--- src/wfse_pkg.sv ---
package wfse_pkg;

    localparam int CHAN_W     = 8;
    localparam int DUTY_W     = 16;
    localparam int DATA_SLOTS = 3 * CHAN_W;
    localparam int CFG_IDX_W  = 2;

    // Register indexes of the configuration port.
    localparam logic [CFG_IDX_W-1:0] CFG_BRIGHTNESS    = 2'd0;
    localparam logic [CFG_IDX_W-1:0] CFG_DUTY_FOR_ONE  = 2'd1;
    localparam logic [CFG_IDX_W-1:0] CFG_DUTY_FOR_ZERO = 2'd2;

    localparam logic [CHAN_W-1:0] BRIGHTNESS_FULL = 8'd255;

    // One LED after brightness scaling, ready for the slot sequencer.
    typedef struct packed {
        logic [CHAN_W-1:0] green;
        logic [CHAN_W-1:0] red;
        logic [CHAN_W-1:0] blue;
        logic              last_led;
    } t_led;

endpackage

--- src/wfse_scale.sv ---
module wfse_scale (
    input  logic                        i_clk,
    input  logic                        i_rst_n,
    input  logic                        i_valid,
    output logic                        o_ready,
    input  logic [wfse_pkg::CHAN_W-1:0] i_red,
    input  logic [wfse_pkg::CHAN_W-1:0] i_green,
    input  logic [wfse_pkg::CHAN_W-1:0] i_blue,
    input  logic                        i_last_led,
    input  logic [wfse_pkg::CHAN_W-1:0] i_brightness,
    output logic                        o_valid,
    output wfse_pkg::t_led              o_led,
    input  logic                        i_take
);
    import wfse_pkg::*;

    logic              r_valid;
    logic [CHAN_W-1:0] r_red;
    logic [CHAN_W-1:0] r_green;
    logic [CHAN_W-1:0] r_blue;
    logic              r_last_led;
    logic              accept;

    // Exact divide by 255 for any product of two channel bytes: (p + (p >> 8) + 1) >> 8.
    function automatic logic [CHAN_W-1:0] scale_chan(input logic [CHAN_W-1:0] v,
                                                     input logic [CHAN_W-1:0] b);
        logic [2*CHAN_W-1:0] prod;
        logic [2*CHAN_W:0]   sum;
        prod = {{CHAN_W{1'b0}}, v} * {{CHAN_W{1'b0}}, b};
        sum  = {1'b0, prod} + {{(CHAN_W+1){1'b0}}, prod[2*CHAN_W-1:CHAN_W]}
             + {{(2*CHAN_W){1'b0}}, 1'b1};
        return sum[2*CHAN_W-1:CHAN_W];
    endfunction

    assign o_ready = !r_valid || i_take;
    assign accept  = i_valid && o_ready;
    assign o_valid = r_valid;

    always_comb begin
        o_led.green    = scale_chan(r_green, i_brightness);
        o_led.red      = scale_chan(r_red, i_brightness);
        o_led.blue     = scale_chan(r_blue, i_brightness);
        o_led.last_led = r_last_led;
    end

    always_ff @(posedge i_clk) begin
        if (!i_rst_n) begin
            r_valid <= 1'b0;
        end else if (accept) begin
            r_valid <= 1'b1;
        end else if (i_take) begin
            r_valid <= 1'b0;
        end
    end

    always_ff @(posedge i_clk) begin
        if (accept) begin
            r_red      <= i_red;
            r_green    <= i_green;
            r_blue     <= i_blue;
            r_last_led <= i_last_led;
        end
    end

endmodule

--- src/wfse_serializer.sv ---
module wfse_serializer #(
    parameter int RESET_SLOTS = 40
) (
    input  logic                        i_clk,
    input  logic                        i_rst_n,
    input  logic                        i_valid,
    input  wfse_pkg::t_led              i_led,
    output logic                        o_take,
    input  logic [wfse_pkg::DUTY_W-1:0] i_duty_for_one,
    input  logic [wfse_pkg::DUTY_W-1:0] i_duty_for_zero,
    output logic                        o_valid,
    input  logic                        i_ready,
    output logic [wfse_pkg::DUTY_W-1:0] o_duty,
    output logic                        o_last_slot,
    output logic                        o_frame_end
);
    import wfse_pkg::*;

    localparam int TOTAL_SLOTS = DATA_SLOTS + RESET_SLOTS;
    localparam int CNT_W       = $clog2(TOTAL_SLOTS);
    localparam logic [CNT_W-1:0] LAST_DATA = CNT_W'(DATA_SLOTS - 1);
    localparam logic [CNT_W-1:0] LAST_ALL  = CNT_W'(TOTAL_SLOTS - 1);

    logic                  r_active;
    logic [CNT_W-1:0]      r_cnt;
    logic [DATA_SLOTS-1:0] r_shift;
    logic                  r_last_led;
    logic                  r_o_valid;
    logic [DUTY_W-1:0]     r_o_duty;
    logic                  r_o_last;
    logic                  r_o_end;

    logic              advance;
    logic              emit;
    logic              load;
    logic              is_final;
    logic [DUTY_W-1:0] n_duty;

    assign advance  = !r_o_valid || i_ready;
    assign emit     = advance && r_active;
    assign is_final = r_last_led ? (r_cnt == LAST_ALL) : (r_cnt == LAST_DATA);
    // The next LED is taken in the same cycle as the final slot of this one.
    assign load     = advance && (!r_active || is_final);
    assign o_take   = load && i_valid;

    always_comb begin
        if (r_cnt <= LAST_DATA) begin
            n_duty = r_shift[DATA_SLOTS-1] ? i_duty_for_one : i_duty_for_zero;
        end else begin
            n_duty = '0;
        end
    end

    always_ff @(posedge i_clk) begin
        if (!i_rst_n) begin
            r_active  <= 1'b0;
            r_o_valid <= 1'b0;
        end else begin
            if (emit) begin
                r_o_valid <= 1'b1;
            end else if (advance) begin
                r_o_valid <= 1'b0;
            end
            if (load) begin
                r_active <= i_valid;
            end
        end
    end

    always_ff @(posedge i_clk) begin
        if (emit) begin
            r_o_duty <= n_duty;
            r_o_last <= is_final;
            r_o_end  <= is_final && r_last_led;
        end
        if (o_take) begin
            r_cnt      <= '0;
            r_shift    <= {i_led.green, i_led.red, i_led.blue};
            r_last_led <= i_led.last_led;
        end else if (emit) begin
            r_cnt   <= r_cnt + CNT_W'(1);
            r_shift <= {r_shift[DATA_SLOTS-2:0], 1'b0};
        end
    end

    assign o_valid     = r_o_valid;
    assign o_duty      = r_o_duty;
    assign o_last_slot = r_o_last;
    assign o_frame_end = r_o_end;

endmodule

--- src/ws2812_frame_slot_encoder_top.sv ---
// WS2812 frame slot encoder. Each input word is one LED color (red, green and
// blue bytes, with tlast set on the last LED of a frame). Every channel is
// scaled by the brightness register as value * brightness / 255, truncated,
// and the LED is then sent out as 24 PWM duty words in GRB order, most
// significant bit first: a one bit carries duty_for_one and a zero bit carries
// duty_for_zero. After the last LED of a frame, RESET_SLOTS words of zero duty
// follow as the latch pulse. On the output, tlast marks the final word caused
// by one LED and tuser marks the final word of the frame. One duty word leaves
// per cycle while m_axis_tready is high; the output slot sequencer sets that
// rate. An accepted LED passes the input register, the slot shift register
// and the output register before its first word appears, and the input
// register takes the next LED while the current one is still being sent.
module ws2812_frame_slot_encoder_top #(
    parameter int RESET_SLOTS = 40
) (
    input  logic                           i_clk,
    input  logic                           i_rst_n,
    // Configuration write port.
    input  logic                           i_cfg_we,
    input  logic [wfse_pkg::CFG_IDX_W-1:0] i_cfg_index,
    input  logic [wfse_pkg::DUTY_W-1:0]    i_cfg_wdata,
    // Input stream of LED colors.
    input  logic                           s_axis_tvalid,
    output logic                           s_axis_tready,
    input  logic [23:0]                    s_axis_tdata,  // red[7:0], green[15:8], blue[23:16]
    input  logic                           s_axis_tlast,  // last_led
    // Output stream of PWM duty words.
    output logic                           m_axis_tvalid,
    input  logic                           m_axis_tready,
    output logic [15:0]                    m_axis_tdata,  // duty[15:0]
    output logic                           m_axis_tlast,  // last_slot
    output logic                           m_axis_tuser   // frame_end
);
    import wfse_pkg::*;

    // Configuration registers; writes to an unknown index are dropped.
    logic [CHAN_W-1:0] r_brightness;
    logic [DUTY_W-1:0] r_duty_for_one;
    logic [DUTY_W-1:0] r_duty_for_zero;

    // Scaled LED handed from the input stage to the slot sequencer.
    logic scaled_valid;
    t_led scaled_led;
    logic scaled_take;

    always_ff @(posedge i_clk) begin
        if (!i_rst_n) begin
            r_brightness    <= BRIGHTNESS_FULL;
            r_duty_for_one  <= '0;
            r_duty_for_zero <= '0;
        end else if (i_cfg_we) begin
            case (i_cfg_index)
                CFG_BRIGHTNESS: begin
                    r_brightness <= i_cfg_wdata[CHAN_W-1:0];
                end
                CFG_DUTY_FOR_ONE: begin
                    r_duty_for_one <= i_cfg_wdata;
                end
                CFG_DUTY_FOR_ZERO: begin
                    r_duty_for_zero <= i_cfg_wdata;
                end
                default: begin
                end
            endcase
        end
    end

    // Input register and brightness scaling.
    wfse_scale u_scale (
        .i_clk        (i_clk),
        .i_rst_n      (i_rst_n),
        .i_valid      (s_axis_tvalid),
        .o_ready      (s_axis_tready),
        .i_red        (s_axis_tdata[7:0]),
        .i_green      (s_axis_tdata[15:8]),
        .i_blue       (s_axis_tdata[23:16]),
        .i_last_led   (s_axis_tlast),
        .i_brightness (r_brightness),
        .o_valid      (scaled_valid),
        .o_led        (scaled_led),
        .i_take       (scaled_take)
    );

    // Bit-slot sequencer with the output register.
    wfse_serializer #(
        .RESET_SLOTS (RESET_SLOTS)
    ) u_serializer (
        .i_clk           (i_clk),
        .i_rst_n         (i_rst_n),
        .i_valid         (scaled_valid),
        .i_led           (scaled_led),
        .o_take          (scaled_take),
        .i_duty_for_one  (r_duty_for_one),
        .i_duty_for_zero (r_duty_for_zero),
        .o_valid         (m_axis_tvalid),
        .i_ready         (m_axis_tready),
        .o_duty          (m_axis_tdata),
        .o_last_slot     (m_axis_tlast),
        .o_frame_end     (m_axis_tuser)
    );

endmodule

--- config.mk ---
export PLATFORM = sky130hd
export DESIGN_NAME = ws2812_frame_slot_encoder_top
export DESIGN_NICKNAME = d
export VERILOG_FILES = /design/src/wfse_pkg.sv /design/src/wfse_scale.sv /design/src/wfse_serializer.sv /design/src/ws2812_frame_slot_encoder_top.sv
export SDC_FILE = /design/constraint.sdc
export NUM_CORES = 1
export LEC_CHECK = 0
export BUFFER_PORTS_ARGS = -buffer_cell sky130_fd_sc_hd__buf_2
export CAP_MARGIN = 40
export CORE_UTILIZATION = 50
export DETAILED_ROUTE_END_ITERATION = 8
export PLACE_DENSITY = 0.7
export SYNTH_ARGS = -nofsm -noshare
export SYNTH_HDL_FRONTEND = slang
export SYNTH_SLANG_ARGS = --single-unit
--- constraint.sdc ---
create_clock -name i_clk -period 13.6 [get_ports i_clk]
set_clock_uncertainty 0.2 [all_clocks]
set_input_delay 0.68 -clock i_clk [delete_from_list [all_inputs] [get_ports i_clk]]
set_output_delay 0.68 -clock i_clk [all_outputs]
set_load 0.05 [all_outputs]
==> results of run 1 <==
-- cell type report --
type / count / area, sq um / share of cell area (%)
Timing Repair Buffer: 75 / 428 / 3.27
Clock inverter: 15 / 146 / 1.12
Inverter: 165 / 619 / 4.73
Tap cell: 313 / 392 / 2.99
Clock buffer: 17 / 425 / 3.25
Multi-Input combinational cell: 943 / 8070 / 61.6
Sequential cell: 117 / 3020 / 23.1
-- cells in the mapped netlist (33+ instances only) --
master	n	area, sq um
o21ai_0	33	165
a21oi_1	33	165
fa_1	108	2160
clkbuf_1	38	143
nor2_1	43	161
nand2_1	162	608
and2_1	163	1020
a21boi_0	35	263
inv_1	164	616
edfxtp_1	68	2040
ha_1	127	1590
dfxtp_1	49	981
-- state kept, by name, indices dropped and copies added (netlist names) --
signal and flops:
u_serializer.r_cnt 6, u_serializer.o_last_slot 1, r_brightness 8, u_serializer.o_frame_end 1, u_scale.o_valid 1, u_serializer.o_valid 1
r_duty_for_one 16, u_serializer.r_active 1, r_duty_for_zero 16, u_scale.r_red 8, u_serializer.o_duty 16, u_scale.r_green 8
u_scale.r_last_led 1, u_serializer.r_last_led 1, u_scale.r_blue 8, u_serializer.r_shift 24
-- cell families after synthesis --
family | after synthesis | synth area share [%]
AO/OA/AOI/OAI | 174 | 10.2
XOR/XNOR | 55 | 4.18
adder cells (fa/ha/maj) | 235 | 31.6
buffers and inverters | 204 | 6.47
flip-flops | 117 | 25.5
multiplexers | 22 | 1.88
AND/OR/NAND/NOR | 457 | 20.1
-- metrics by stage --
stage	utilization (%)	instance area [sq um]	setup WS, ns	instances
global route	57.2	13100	5.77	1645
global placement	54.4	12500	6.56	1608
floorplan	-	11900	7.08	1264
CTS	57.2	13100	6.24	1645
finish	57.2	13100	6.25	1645
detailed placement	54.7	12500	6.32	1613
-- metal layers --
| layer | global-route usage, % | share of wire (%) |
|---|---|---|
| met1 | 28.9 | 47 |
| met2 | 37.1 | 49 |
| met3 | 3.08 | 2.5 |
| met4 | 6.63 | 1.4 |
| met5 | 0 | 0 |
-- worst max path at each step --
| stage | to | slack, ns | cells after the start | from |
|---|---|---|---|---|
| floorplan | u_serializer.r_shift[6]$_DFFE_PP_ | 7.08 | 25 | r_brightness[2]$_SDFFE_PN1P_ |
| global placement | u_serializer.r_shift[6]$_DFFE_PP_ | 6.56 | 24 | r_brightness[2]$_SDFFE_PN1P_ |
| detailed placement | u_serializer.r_shift[6]$_DFFE_PP_ | 6.32 | 23 | r_brightness[5]$_SDFFE_PN1P_ |
| CTS | u_serializer.r_shift[6]$_DFFE_PP_ | 6.24 | 23 | r_brightness[5]$_SDFFE_PN1P_ |
| global route | u_serializer.r_shift[1]$_DFFE_PP_ | 5.77 | 23 | r_brightness[5]$_SDFFE_PN1P_ |
| finish | u_serializer.r_shift[6]$_DFFE_PP_ | 6.25 | 23 | r_brightness[5]$_SDFFE_PN1P_ |
-- placed cells by master (no fill, tap or decap), drive strengths merged, types with 3 or more instances in the layout --
| cell | instances |
|---|---|
| a31oi | 5 |
| nor3b | 6 |
| and3 | 9 |
| xor2 | 23 |
| or2 | 3 |
| mux2i | 20 |
| nand4 | 7 |
| or3 | 4 |
| nor2 | 43 |
| ha | 127 |
| o21bai | 3 |
| o21ai | 37 |
| nor3 | 14 |
| a21o | 16 |
| dfxtp | 49 |
| fa | 108 |
| o21a | 4 |
| a2111oi | 7 |
| nand2b | 6 |
| a211oi | 6 |
| buf | 75 |
| nand3 | 18 |
| and2 | 163 |
| edfxtp | 68 |
| inv | 176 |
| xnor2 | 31 |
| nand2 | 162 |
| nor2b | 9 |
| nor4 | 3 |
| a21oi | 33 |
| a21boi | 35 |
| clkbuf | 17 |
==> flow_metrics.tcl, run 1 <==
set metrics [dict create \
    cts_max_path_buffers 2 \
    reg2reg_from "r_brightness[5]$_SDFFE_PN1P_" \
    die_area_sq_um 24300 \
    ys_types 72 \
    ctsResizeCount 0 \
    synth-seq-cells 117 \
    start_util_pct 51.7 \
    gp_congestion 0.853 \
    syn_avg_cell_area_sq_um 9.38 \
    overflow 0 \
    cp_common_cell "fa_1" \
    yosysSeqAreaShare_pct 25.5 \
    min_to "u_serializer.r_last_led$_DFFE_PP_" \
    critical_path.top_delay_family "adder cells" \
    cp-start-kind "register" \
    final.setup.tns_ns 0 \
    grt_max_degree 47 \
    postCtsSetupBuffers 0 \
    drc 0 \
    outcome "complete, no violations" \
    slowest_delay_ns 0.81 \
    crit_chain "nand2_1, fa_1, fa_1, inv_1, fa_1, inv_1, fa_1, inv_1, ha_1, o21ai_0, a21boi_0, a2bb2oi_1, a2111oi_0, a311o_1, ha_1, a211oi_1, a21boi_0, a311o_1, nand2_1, a311oi_2, nor3_2, xnor2_1, mux2_2" \
    num_vias 8630 \
    cp-end-kind "register" \
    min_from "u_scale.r_last_led$_DFFE_PP_" \
    rsz0062_at_grt "no" \
    fmax_mhz 136 \
    ios 68 \
    critPathRequiredTime_ns 13.57 \
    worst_hold_path_type "reg -> reg" \
    coreArea_sq_um 22900 \
    clk_pin_slew_ns 0.06 \
    routed_via_density 5.25 \
    slew_viol_final 0 \
    antenna_found_initial 0 \
    finalCritPeriodShare_pct 54.1 \
    reg2reg_depth 23 \
    yosys_warnings 0 \
    detail_route.wl_per_cell_um 15.1 \
    slew_headroom_pct 44.1 \
    r2r_setup_slack_ns 6.25 \
    hold_violations 0 \
    grt_pass1_vias 8614 \
    io_buffers 67 \
    setup_viol 0 \
    post_synth_inst_count 1264 \
    nets 1602 \
    drt_iter0_drc 355 \
    cts_buffers 17 \
    r2r-end "u_serializer.r_shift[6]$_DFFE_PP_" \
    dp.final_hpwl_mm 18.7 \
    worst_path_max_delay_cell "dfxtp_1" \
    hold_depth 0 \
    cts-root-buf "clkbuf_16" \
    syn_area_sq_um 11900 \
    die_w_um 156 \
    clock_sinks 117 \
    num_rows 55 \
    critPathArrivalTime_ns 7.33 \
    synth-edff-count 68 \
    cts_tree "done" \
    fill_cells 2006 \
    firstDrtPassIters 4 \
    grt_use_total_pct 21.9 \
    area_delta_synth_final_pct 10.5 \
    clk_latency_ns 0.43 \
    synth_nets 1547 \
    maxCapViolCount 0 \
    async_flop_share_pct 0 \
    n_antenna_cell 0 \
    die_h_um 156 \
    crit_path_max_fanout 25 \
    timing.hold.ws_ns 0.225 \
    grt_pass1_wl_mm 41.9 \
    cts_hold_buffers 0 \
    ys.flop_type "edfxtp_1" \
    layout-drive-gt1-share_pct 9.53 \
    critPathKind "reg -> reg" \
    htreeDepth 4 \
    ant_nets 0 \
    worst_slew_pin_slew_ns 0.837 \
    drt-total-wl_mm 24.8 \
    crit_buf_inv 3 \
    min_period_ns 7.35 \
]
Power of run 1 is left out: the tool's default activity adds up to more than one toggle a clock period on the data nets, which glitch-free logic cannot reach.
==> run 2: changes to the inputs <==
- ABC_AREA: not set -> 1
- PLACE_DENSITY: 0.7 -> 0.73
- clock period: 13.6 -> 6.6 ns (I/O delays scaled with it)
==> flow_metrics.tcl, run 2 <==
set metrics [dict create \
    outcome "complete, no violations" \
    syn_area_sq_um 13200 \
    detail_route.wl_per_cell_um 13.6 \
    clock_sinks 117 \
    post_synth_inst_count 1872 \
    cp_common_cell "nand2_1" \
    crit_buf_inv 6 \
    postCtsSetupBuffers 0 \
    layout-drive-gt1-share_pct 7.42 \
    cts_max_path_buffers 2 \
    synth_top_cell_by_area "nand2_1" \
    drt_iter0_drc 793 \
    final.setup.tns_ns 0 \
    crit_cells 28 \
    firstDrtPassIters 5 \
    die_area_sq_um 27000 \
    fmax_mhz 165 \
    nets 2237 \
    ant_nets 0 \
    maxCapViolCount 0 \
    busiest_layer "met2" \
    cts_tree "done" \
    slowest_delay_ns 0.63 \
    area_delta_synth_final_pct 13.2 \
    cp-start-kind "register" \
    drc 0 \
    critical_path.top_delay_family "adder cells" \
    crit_path_max_fanout 9 \
    drt-total-wl_mm 31.3 \
    yosys_warnings 0 \
    routed_via_density 5.03 \
    regMostFlops "u_serializer.r_shift" \
    slew_viol_final 0 \
    coreArea_sq_um 25900 \
    critPathRequiredTime_ns 6.59 \
    yosysSeqAreaShare_pct 23.0 \
    reg2reg_from "r_brightness[6]$_SDFFE_PN1P_" \
    min_from "s_axis_tvalid" \
    crit_path_end "u_serializer.r_shift[23]$_DFFE_PP_" \
    worst_slew_pin_slew_ns 0.818 \
    slew_headroom_pct 45.4 \
    grt_pass1_wl_mm 54.0 \
    htreeDepth 4 \
    critPathArrivalTime_ns 6.05 \
    synth-edff-count 68 \
    gr-usage-met2_pct 43.8 \
    n_antenna_cell 0 \
    ys.flop_type "edfxtp_1" \
    final_common_cell "nand2_1" \
    cp-startpoint "r_brightness[6]$_SDFFE_PN1P_" \
    final_cell_mix "nand2_1, inv_1, nor2_1" \
    overflow 0 \
    syn_avg_cell_area_sq_um 7.03 \
    grt_use_met1_pct 32.1 \
    die_h_um 164 \
    die_w_um 164 \
    clk_latency_ns 0.43 \
    r2r_setup_slack_ns 0.54 \
    antenna_found_initial 0 \
    yosys.cell_count.top_type "nand2_1" \
    yosys-top-cells-count "nand2_1, inv_1, nor2_1" \
    critPathKind "reg -> reg" \
    clk_pin_slew_ns 0.08 \
    cts_buffers 17 \
    num_rows 59 \
    largest_reg_flops 24 \
    grt_use_total_pct 25.1 \
    grt_max_degree 42 \
    worst_hold_path_type "in -> reg" \
    rsz0062_at_grt "no" \
    grt_pass1_vias 11600 \
    ys_types 38 \
    ios 68 \
    synth_nets 2155 \
    ys_top_cells_by_area "nand2_1, fa_1, edfxtp_1" \
    reg2reg_depth 28 \
    start_util_pct 50.8 \
    gp_congestion 0.952 \
    cts-root-buf "clkbuf_16" \
    synth-seq-cells 117 \
    io_buffers 67 \
    min_period_ns 6.06 \
    hold_violations 0 \
    dp.final_hpwl_mm 23.9 \
    cp-end-kind "register" \
    finalCritPeriodShare_pct 91.9 \
    num_vias 11600 \
    synth_top_area_share_pct 16.5 \
    async_flop_share_pct 0 \
    r2r-end "u_serializer.r_shift[23]$_DFFE_PP_" \
    worst_path_max_delay_cell "dfxtp_1" \
    setup_viol 0 \
    grtUsageMet3_pct 2.73 \
]
-- run 2: changes by cell type after synthesis, moves of 23 or more --
cell,before,now
and2_1,163,1
nor2_1,43,135
xnor2_1,31,8
nand2_1,162,577
inv_1,164,445
nand3_1,18,109
a21boi_0,35,1
-- run 2: metrics by stage --
| stage | utilization, % | setup WS, ns | instance area (sq um) | instances | hold slack [ns] |
|---|---|---|---|---|---|
| floorplan | - | 0.901 | 13200 | 1872 | 0.200 |
| global placement | 53.2 | 0.534 | 13800 | 2226 | 0.206 |
| finish | 57.5 | 0.536 | 14900 | 2302 | 0.0294 |
| CTS | 57.4 | 0.339 | 14900 | 2302 | 0.0243 |
| global route | 57.5 | 0.116 | 14900 | 2302 | 0.0422 |
| detailed placement | 53.5 | 0.364 | 13900 | 2228 | 0.229 |
-- run 2: cell families (layout without fill, tap and decap cells) --
group | after synthesis | count (layout) | share of synthesized area, %
simple gates | 881 | 881 | 27.5
buf+inv | 512 | 607 | 14.8
fa+ha+maj | 235 | 235 | 28.5
flops | 117 | 117 | 23.0
compound gates | 99 | 99 | 4.11
xor+xnor | 28 | 28 | 2.09
-- run 2: repair_timing --
| item | 4_1_cts | 5_1_grt |
|---|---|---|
| endpoints found under the setup margin | 0 | 12 |
| hold buffers | 42 | 0 |
| hold endpoints to repair | 58 | 0 |
| resized for setup | 0 | 4 |
-- run 2: per-layer routing --
metal	wire length, um	share of wire, %
met1	14100	45
met2	15400	49
met3	1040	3.3
met4	709	2.3
met5	0	0
-- run 2: worst register-to-register path, delay by kind of cell (launching register included) --
kind / cells / cell delay [ns]
fa+ha+maj: 6 / 2.56
simple gates: 13 / 1.34
flops: 1 / 0.63
buf+inv: 6 / 0.59
compound gates: 2 / 0.27
xor+xnor: 1 / 0.22
-- run 2: how the worst min path moves through the flow --
stage | endpoint | depth (start not counted)
floorplan | u_serializer.r_last_led$_DFFE_PP_ | 0
global placement | u_serializer.r_last_led$_DFFE_PP_ | 0
detailed placement | u_serializer.r_last_led$_DFFE_PP_ | 0
CTS | u_scale.o_valid$_SDFFE_PN0P_ | 3
global route | u_scale.o_valid$_SDFFE_PN0P_ | 3
finish | u_scale.o_valid$_SDFFE_PN0P_ | 3
-- run 2: layout make-up --
cell class                 count  area, sq um
clock buffer                  17          425
fill                        2316        11000
clock inverter                15          189
inverter                     446         1670
multi-input combinational   1243         8200
sequential                   117         3030
tap                          335          419
timing repair buffer         129          958
Power of run 2 is left out for the same reason.
==> run 3: changes to the inputs <==
- BUFFER_PORTS_ARGS: -buffer_cell sky130_fd_sc_hd__buf_2 -> not set
- DONT_BUFFER_PORTS: not set -> 1
- PLACE_DENSITY: 0.73 -> 0.71
==> flow_metrics.tcl, run 3 (same netlist as run 2, synthesis figures left out) <==
set metrics [dict create \
    cts-root-buf "clkbuf_16" \
    routed_via_density 5.09 \
    gp_congestion 0.945 \
    die_w_um 164 \
    grt_use_total_pct 24.2 \
    busiest_layer "met2" \
    reg2reg_depth 28 \
    htreeDepth 4 \
    clk_latency_ns 0.43 \
    cts_buffers 17 \
    final.setup.tns_ns 0 \
    grtUsageMet3_pct 3.41 \
    critPathArrivalTime_ns 6.11 \
    timing.hold.ws_ns 0.0142 \
    hold_violations 0 \
    num_vias 11400 \
    crit_path_max_fanout 12 \
    dp.final_hpwl_mm 23.2 \
    grt_use_met1_pct 30.8 \
    ant_nets 0 \
    hold_depth 3 \
    ios 68 \
    outcome "complete, no violations" \
    overflow 0 \
    drt-total-wl_mm 30.7 \
    gr-usage-met2_pct 41.6 \
    die_area_sq_um 27000 \
    cts_tree "done" \
    setup_viol 0 \
    die_h_um 164 \
    io_buffers 0 \
    cp_common_cell "nand2_1" \
    stdcell_area_sq_um 14600 \
    cp-start-kind "register" \
    nets 2177 \
    worst_hold_path_type "in -> reg" \
    slew_headroom_pct 40.0 \
    min_period_ns 6.12 \
    rsz0062_at_grt "no" \
    maxCapViolCount 0 \
    grt_max_degree 42 \
    coreArea_sq_um 25900 \
    grt_pass1_vias 11300 \
    clock_sinks 117 \
    antenna_found_initial 0 \
    slowest_delay_ns 0.68 \
    largest_reg_flops 24 \
    critPathRequiredTime_ns 6.58 \
    worst_path_max_delay_cell "dfxtp_1" \
    num_rows 59 \
    slew_viol_final 0 \
    pre_cts_ws_ns 0.381 \
    layout-drive-gt1-share_pct 4.14 \
    regMostFlops "u_serializer.r_shift" \
    clk_pin_slew_ns 0.06 \
    n_antenna_cell 0 \
    crit_buf_inv 5 \
    final_cell_mix "nand2_1, inv_1, nor2_1" \
    cts_max_path_buffers 2 \
    fmax_mhz 163 \
    drc 0 \
    setup_ws_ns 0.477 \
    start_util_pct 50.8 \
    critical_path.top_delay_family "adder cells" \
    critPathKind "reg -> reg" \
    detail_route.wl_per_cell_um 13.7 \
    finalCritPeriodShare_pct 92.8 \
    cp-end-kind "register" \
    final_common_cell "nand2_1" \
    drt_iter0_drc 724 \
    placed_area_sq_um 13500 \
    worst_slew_pin_slew_ns 0.899 \
    crit_cells 28 \
    area_delta_synth_final_pct 11.3 \
    grt_pass1_wl_mm 52.0 \
    firstDrtPassIters 5 \
]
-- run 3: tightest hold or removal path, delay by kind of cell --
family | cells | cell delay [ns]
AND/OR/NAND/NOR | 1 | 0.04
buffers and inverters | 1 | 0.15
AO/OA/AOI/OAI | 1 | 0.08
-- run 3: path summary, 6_finish.rpt --
check | to | startpoint | slack (ns)
min reg2reg | u_serializer.r_last_led$_DFFE_PP_ | u_scale.r_last_led$_DFFE_PP_ | 0.24
max | u_serializer.r_shift[15]$_DFFE_PP_ | r_brightness[7]$_SDFFE_PN1P_ | 0.48
min | r_duty_for_one[2]$_SDFFE_PN0P_ | i_rst_n | 0.01
max reg2reg | u_serializer.r_shift[15]$_DFFE_PP_ | r_brightness[7]$_SDFFE_PN1P_ | 0.48
-- run 3: final cells by class --
class,instances,area [sq um]
Clock inverter,12,106
Inverter,446,1670
Sequential cell,117,3030
Tap cell,335,419
Clock buffer,20,489
Timing Repair Buffer,69,712
Fill cell,2357,11300
Multi-Input combinational cell,1243,8210
-- run 3: repair_timing --
action | 4_1_cts | 5_1_grt
buffers inserted | 0 | 3
resized for setup | 0 | 6
hold endpoints to repair | 68 | 0
hold buffers | 51 | 0
endpoints found under the setup margin | 0 | 4
-- run 3: routing by layer --
| metal | vias up | share of wire (%) |
|---|---|---|
| met3 | 77 | 6.2 |
| li1 | 5671 | - |
| met1 | 5274 | 43 |
| met4 | 0 | 3.0 |
| met2 | 398 | 48 |
| met5 | - | 0 |
-- run 3: metrics by stage --
stage / cells / util [%]
global route: 2242 / 56.5
detailed placement: 2156 / 52.0
floorplan: 1872 / -
global placement: 2153 / 51.8
CTS: 2239 / 56.4
finish: 2242 / 56.5
Power of run 3 is left out for the same reason.
